## config.mk

```make
export PLATFORM = sky130hd
export DESIGN_NAME = gef_div
export DESIGN_NICKNAME = d
export VERILOG_FILES = /design/src/hdl/gef_pkg.sv /design/src/hdl/gef_div.sv
export SDC_FILE = /design/constraint.sdc
export NUM_CORES = 2
export LEC_CHECK = 0
export BUFFER_PORTS_ARGS = -buffer_cell sky130_fd_sc_hd__buf_2
export CAP_MARGIN = 25
export CORE_ASPECT_RATIO = 0.75
export CORE_MARGIN = 4
export CORE_UTILIZATION = 35
export CTS_BUF_LIST = sky130_fd_sc_hd__clkbuf_8
export DETAILED_ROUTE_END_ITERATION = 10
export SLEW_MARGIN = 10
export SYNTH_ARGS = -nofsm -noshare
export SYNTH_HDL_FRONTEND = slang
export SYNTH_SLANG_ARGS = --single-unit
```

## constraint.sdc

```tcl
create_clock -name clk -period 9.8 [get_ports clk]
set_clock_uncertainty 0.15 [all_clocks]
set_input_delay 0.49 -clock clk [delete_from_list [all_inputs] [get_ports clk]]
set_output_delay 0.49 -clock clk [all_outputs]
set_load 0.02 [all_outputs]
```

## src/hdl/gef_pkg.sv

```systemverilog
// shared constants, types and weight table function for the gaussian eddy block
`default_nettype none
package gef_pkg;

	localparam int COORD_BITS    = 16;
	localparam int AMP_BITS      = 16;
	localparam int REG_W         = 48;
	localparam int EXP_DEPTH_DEF = 256;
	localparam int DIV_STAGES    = 16;
	localparam int FRONT_STAGES  = 4;
	localparam int BACK_STAGES   = 8;
	localparam int GEF_LAT       = FRONT_STAGES + DIV_STAGES + BACK_STAGES;

	// 1/sqrt(0.0820292) in q.16 and the reciprocal used for a divide by three
	localparam logic [17:0] INV_SQRT_Q16 = 18'd228821;
	localparam logic [15:0] RECIP3       = 16'd43691;

	typedef enum logic [2:0] {
		REG_CENTRE = 3'd0,
		REG_AXIS1  = 3'd1,
		REG_AXIS2  = 3'd2,
		REG_AXIS3  = 3'd3,
		REG_AMP    = 3'd4
	} reg_idx_t;

	// long division by shift and subtract, only evaluated when the table is built
	function automatic longint unsigned udiv64(input longint unsigned a,
			input longint unsigned b);
		longint unsigned q;
		longint unsigned r;
		q = '0;
		r = '0;
		for (int bi = 63; bi >= 0; bi--) begin
			r = {r[62:0], a[bi]};
			if (r >= b) begin
				r = r - b;
				q[bi] = 1'b1;
			end
		end
		return q;
	endfunction

	// weight entry i: round(2^46 / e^(12*i/depth)) from a truncated series in q30
	function automatic logic [16:0] weight_entry(input int unsigned i, input int unsigned depth);
		longint unsigned t;
		longint unsigned e;
		longint unsigned k;
		longint unsigned w;
		t = 64'd1 << 30;
		e = t;
		for (k = 1; k < 128 && t != 0; k++) begin
			t = udiv64(t * longint'(i), longint'(depth));
			t = udiv64(t * 64'd12, k);
			e = e + t;
		end
		w = udiv64((64'd1 << 46) + (e >> 1), e);
		return w[16:0];
	endfunction

endpackage
`default_nettype wire

```

## src/hdl/gef_div.sv

```systemverilog
// pipelined restoring divider, one quotient bit per stage: floor(num * 2^16 / den) for num < den
`default_nettype none
module gef_div (
	input  wire logic        clk,
	input  wire logic [31:0] num,
	input  wire logic [31:0] den,
	output logic      [15:0] quo
);
	import gef_pkg::*;

	logic [31:0] rem_s [DIV_STAGES+1];
	logic [31:0] den_s [DIV_STAGES+1];
	logic [15:0] quo_s [DIV_STAGES+1];

	assign rem_s[0] = num;
	assign den_s[0] = den;
	assign quo_s[0] = '0;

	// one shift, compare and subtract per stage
	for (genvar g = 0; g < DIV_STAGES; g++) begin : g_stage
		logic [32:0] tr;
		logic        ge;
		always_comb begin
			tr = {rem_s[g], 1'b0};
			ge = tr >= {1'b0, den_s[g]};
		end
		always_ff @(posedge clk) begin
			rem_s[g+1] <= ge ? 32'(tr - {1'b0, den_s[g]}) : tr[31:0];
			den_s[g+1] <= den_s[g];
			quo_s[g+1] <= {quo_s[g][14:0], ge};
		end
	end

	assign quo = quo_s[DIV_STAGES];

endmodule
`default_nettype wire

```

==> key figures <==
Critical path
  – CP max stage delay: 560 ps
  – Data required time of the worst path: 10450 ps
  – Most frequent cell on the critical path: dlygate4sd3_1
  – Startpoint Class: primary input
  – Critical Path AT: 5280 ps
  – Crit path buf inv count: 5
  – Critical Path Sink Type: register
  – Critical-path cell list: dlygate4sd3_1, buf_2, inv_1, ha_1, nor2b_1, o21a_1, o21ai_0, a21oi_1, a211oi_1, o21ai_1, a21boi_2, a21o_1, nand3_2, buf_12, mux2_1, dlygate4sd3_1
  – Slowest-stage cell, CP: a211oi_1
  – CP Class: primary input to register
  – Top delay family on crit path: compound AO/OA/AOI/OAI gates
  – Crit Path Max Fanout: 23

Clock network
  – Post-cts sizing count: 0
  – CTS Buffer Depth: 3
  – Num CTS Buffers: 179
  – Root Driver: clkbuf_8
  – CTS tree: built
  – Clock slew at reported path FFs: 70 ps
  – H-tree lvl count: 4
  – CTS sink cnt: 1096
  – Worst skew pair latency: 900 ps

Floorplanning
  – DIE AREA: 161100 um2
  – Num rows: 124
  – Placeable Area: 153000 um2
  – Starting Density: 0.3538
  – Die width: 462.1 um
  – I/O Pins: 81
  – Die H: 348.5 um

Status
  – Run status: finished, final reports clean

Logic synthesis
  – Number of synthesized register bits: 1096
  – Cell with the most instances after synthesis: dfxtp_1
  – Commonest cells post-synth: dfxtp_1 (1096), inv_1 (639), a21oi_1 (530), nand2_1 (520), ha_1 (511)
  – Area contributors post-synth: dfxtp_1 (41%), ha_1 (12%), a21oi_1 (4.9%)
  – Mean post-synth cell area: 8.852 um2
  – Synth warn: 0
  – Synthesized net count: 6705
  – Yosys top cell area share: 0.4054
  – Post-synth cell types: 91
  – Synth async-reset ratio: 0
  – Post-synth EDFFs: 0
  – Top FF cell, synth: dfxtp_1
  – Synth Cell Area: 54120 um2
  – Seq/Total Area, Yosys: 0.4054
  – Syn Inst Count: 6114
  – Top cell type by total area after synthesis: dfxtp_1

Cells and area
  – Fin nets: 6895
  – Post-Layout Cell Count: 8476
  – Layout area overhead: 13.51%
  – Fillers: 15270
  – Layout cells sized above 1: 0.07812

Placement
  – RD Place Congestion: 0.9275
  – Placed cell count: 8039
  – HPWL after DPL: 112500 um
  – Buffers added on ports: 80

Power and ir drop
  – Sw power: 9547 uW
  – Int Pwr: 13080 uW
  – Sw Ratio: 0.4220
  – Logic pwr share: 0.509
  – Maximum vdd drop: 152.1 uV
  – PwrDens: 368.3 nW/um2
  – Seq pwr share: 0.300
  – Tot Pwr: 22630 uW
  – Clock power frac: 0.192
  – Leakage power total: 0.02871 uW

STA
  – RSZ-0062 raised after global routing: false
  – Worst Tran Pin Value: 1056 ps
  – Post-route setup TNS: 0 ps
  – Fin. max-slew vios: 0
  – Final Hold Viols: 0
  – Fmax: 0.2158 GHz
  – Fin crit share: 0.4728
  – Final min period: 4634 ps
  – Slew Limit Headroom: 0.2897
  – Setup-failing EPs final: 0

Job
  – Max-cap violations: 0

Drt
  – Routed wire per std cell: 16.84 um
  – Drt first-iter violations: 3762
  – First-pass DRT Iterations: 6
  – Final wirelength: 142700 um
  – Antenna Nets Post-Route: 0
  – DRC viols: 0
  – DR vias: 43090
  – Routed vias/inst: 5.083

Global routing
  – Via count of the first global-routing pass: 40700
  – Grt total ovfl: 0
  – Initial antenna violation count: 8
  – Largest net degree at the start of global routing: 64
  – First-pass GRT wire length: 227400 um
  – GRT Overall Usage: 0.1755

Hold path
  – Hold Path Class: primary input to register
per-layer routing:
| metal | global-route usage | wire (um) | share of wire | up-vias |
|---|---|---|---|---|
| li1 | - | - | - | 21580 |
| met1 | 0.2822 | 76880 | 0.54 | 19990 |
| met2 | 0.2226 | 50590 | 0.35 | 1333 |
| met3 | 0.04775 | 12960 | 0.091 | 178 |
| met4 | 0.04289 | 2272 | 0.016 | 2 |
| met5 | 0 | 13 | 0.000091 | - |
sequential cells by signal, summed over array words and instances (netlist names):
signal and count:
g_stage.tr 480, quo_s 120, quo 16, den_s 480
cell families (layout without fill, tap and decap cells):
family	count (synthesis)	after routing	share of synthesized area
buffers and inverters	832	1170	0.06041
xor gates and xnor gates	407	407	0.06587
adders and majority gates	526	526	0.1237
muxes	102	102	0.02166
other	0	8	0
and+or+nand+nor	1380	1380	0.1193
DFF	1096	1096	0.4054
AOI/OAI and AO/OA	1771	1771	0.2036
cells in the final DEF, fill, tap and decap left out, types with 24 or more instances in the layout:
master / Yosys / routed
nand2_1: 520 / 520
buf_2: 32 / 80
nand2b_1: 61 / 61
dfxtp_1: 1096 / 1096
inv_1: 639 / 689
a21oi_1: 530 / 529
o21bai_1: 62 / 62
clkbuf_8: 0 / 220
o31ai_1: 47 / 47
ha_1: 511 / 511
a211oi_1: 45 / 45
xor2_1: 185 / 185
nor2b_1: 75 / 75
o21a_1: 61 / 61
a21o_1: 268 / 268
nand4_1: 85 / 85
nor3_1: 54 / 54
xnor2_1: 222 / 222
mux2_2: 46 / 46
nor2_1: 317 / 317
a31oi_1: 66 / 65
o21ai_0: 464 / 464
and2_1: 24 / 24
and3_1: 46 / 46
dlygate4sd3_1: 0 / 99
nand3_1: 94 / 94
clkinv_2: 0 / 25
o211ai_1: 25 / 25
mux2_1: 47 / 47
path summary, 6_finish.rpt:
path                                         start                   endpoint  slack [ps]  depth (start not counted)
worst max-delay path                        den[1]  g_stage[1].tr[10]$_DFF_P_        5170                         16
worst min-delay path                        den[0]         den_s[480]$_DFF_P_         150                          2
worst max register to register  den_s[488]$_DFF_P_   g_stage[2].tr[5]$_DFF_P_        5190                         12
worst min register to register  den_s[183]$_DFF_P_         den_s[151]$_DFF_P_         160                          0
stage by stage:
stage / util / area (um2) / hold WS, ps / worst slack [ps]
2_1_floorplan: - / 54120 / 159.6 / 6507
3_3_place_gp: 0.3687 / 56400 / 159.6 / 5162
3_5_place_dp: 0.3687 / 56410 / 162.1 / 5082
4_1_cts: 0.4012 / 61380 / 9.242 / 5012
5_1_grt: 0.4015 / 61430 / 121.4 / 4994
6_report: 0.4016 / 61430 / 151.9 / 5166
cell type report:
type / instances / area [um2] / share of cell area
tap: 2016 / 2522 / 0.04106
antenna: 8 / 20.02 / 0.0003259
clock buffer: 220 / 3028 / 0.04929
timing repair buffer: 202 / 1580 / 0.02572
clock inverter: 109 / 963.4 / 0.01568
inverter: 639 / 2399 / 0.03904
sequential: 1096 / 21940 / 0.3572
multi-input combinational: 4186 / 28980 / 0.4717
power groups by stage:
stage          registers (uW)  logic (uW)  clock network [uW]
5_1_grt                  6930       12900                4700
2_1_floorplan            6480        8780                   0
3_3_place_gp             6870       11100                   0
4_1_cts                  6780       11300                4500
3_5_place_dp             6850       11200                   0
6_report                 6780       11500                4340
what timing repair did:
| action | in CTS | in global routing |
|---|---|---|
| buffers inserted | 0 | 0 |
| endpoints found under the hold margin | 63 | 9 |
| hold buffers | 98 | 1 |
Power figures use the tool's default switching activity.
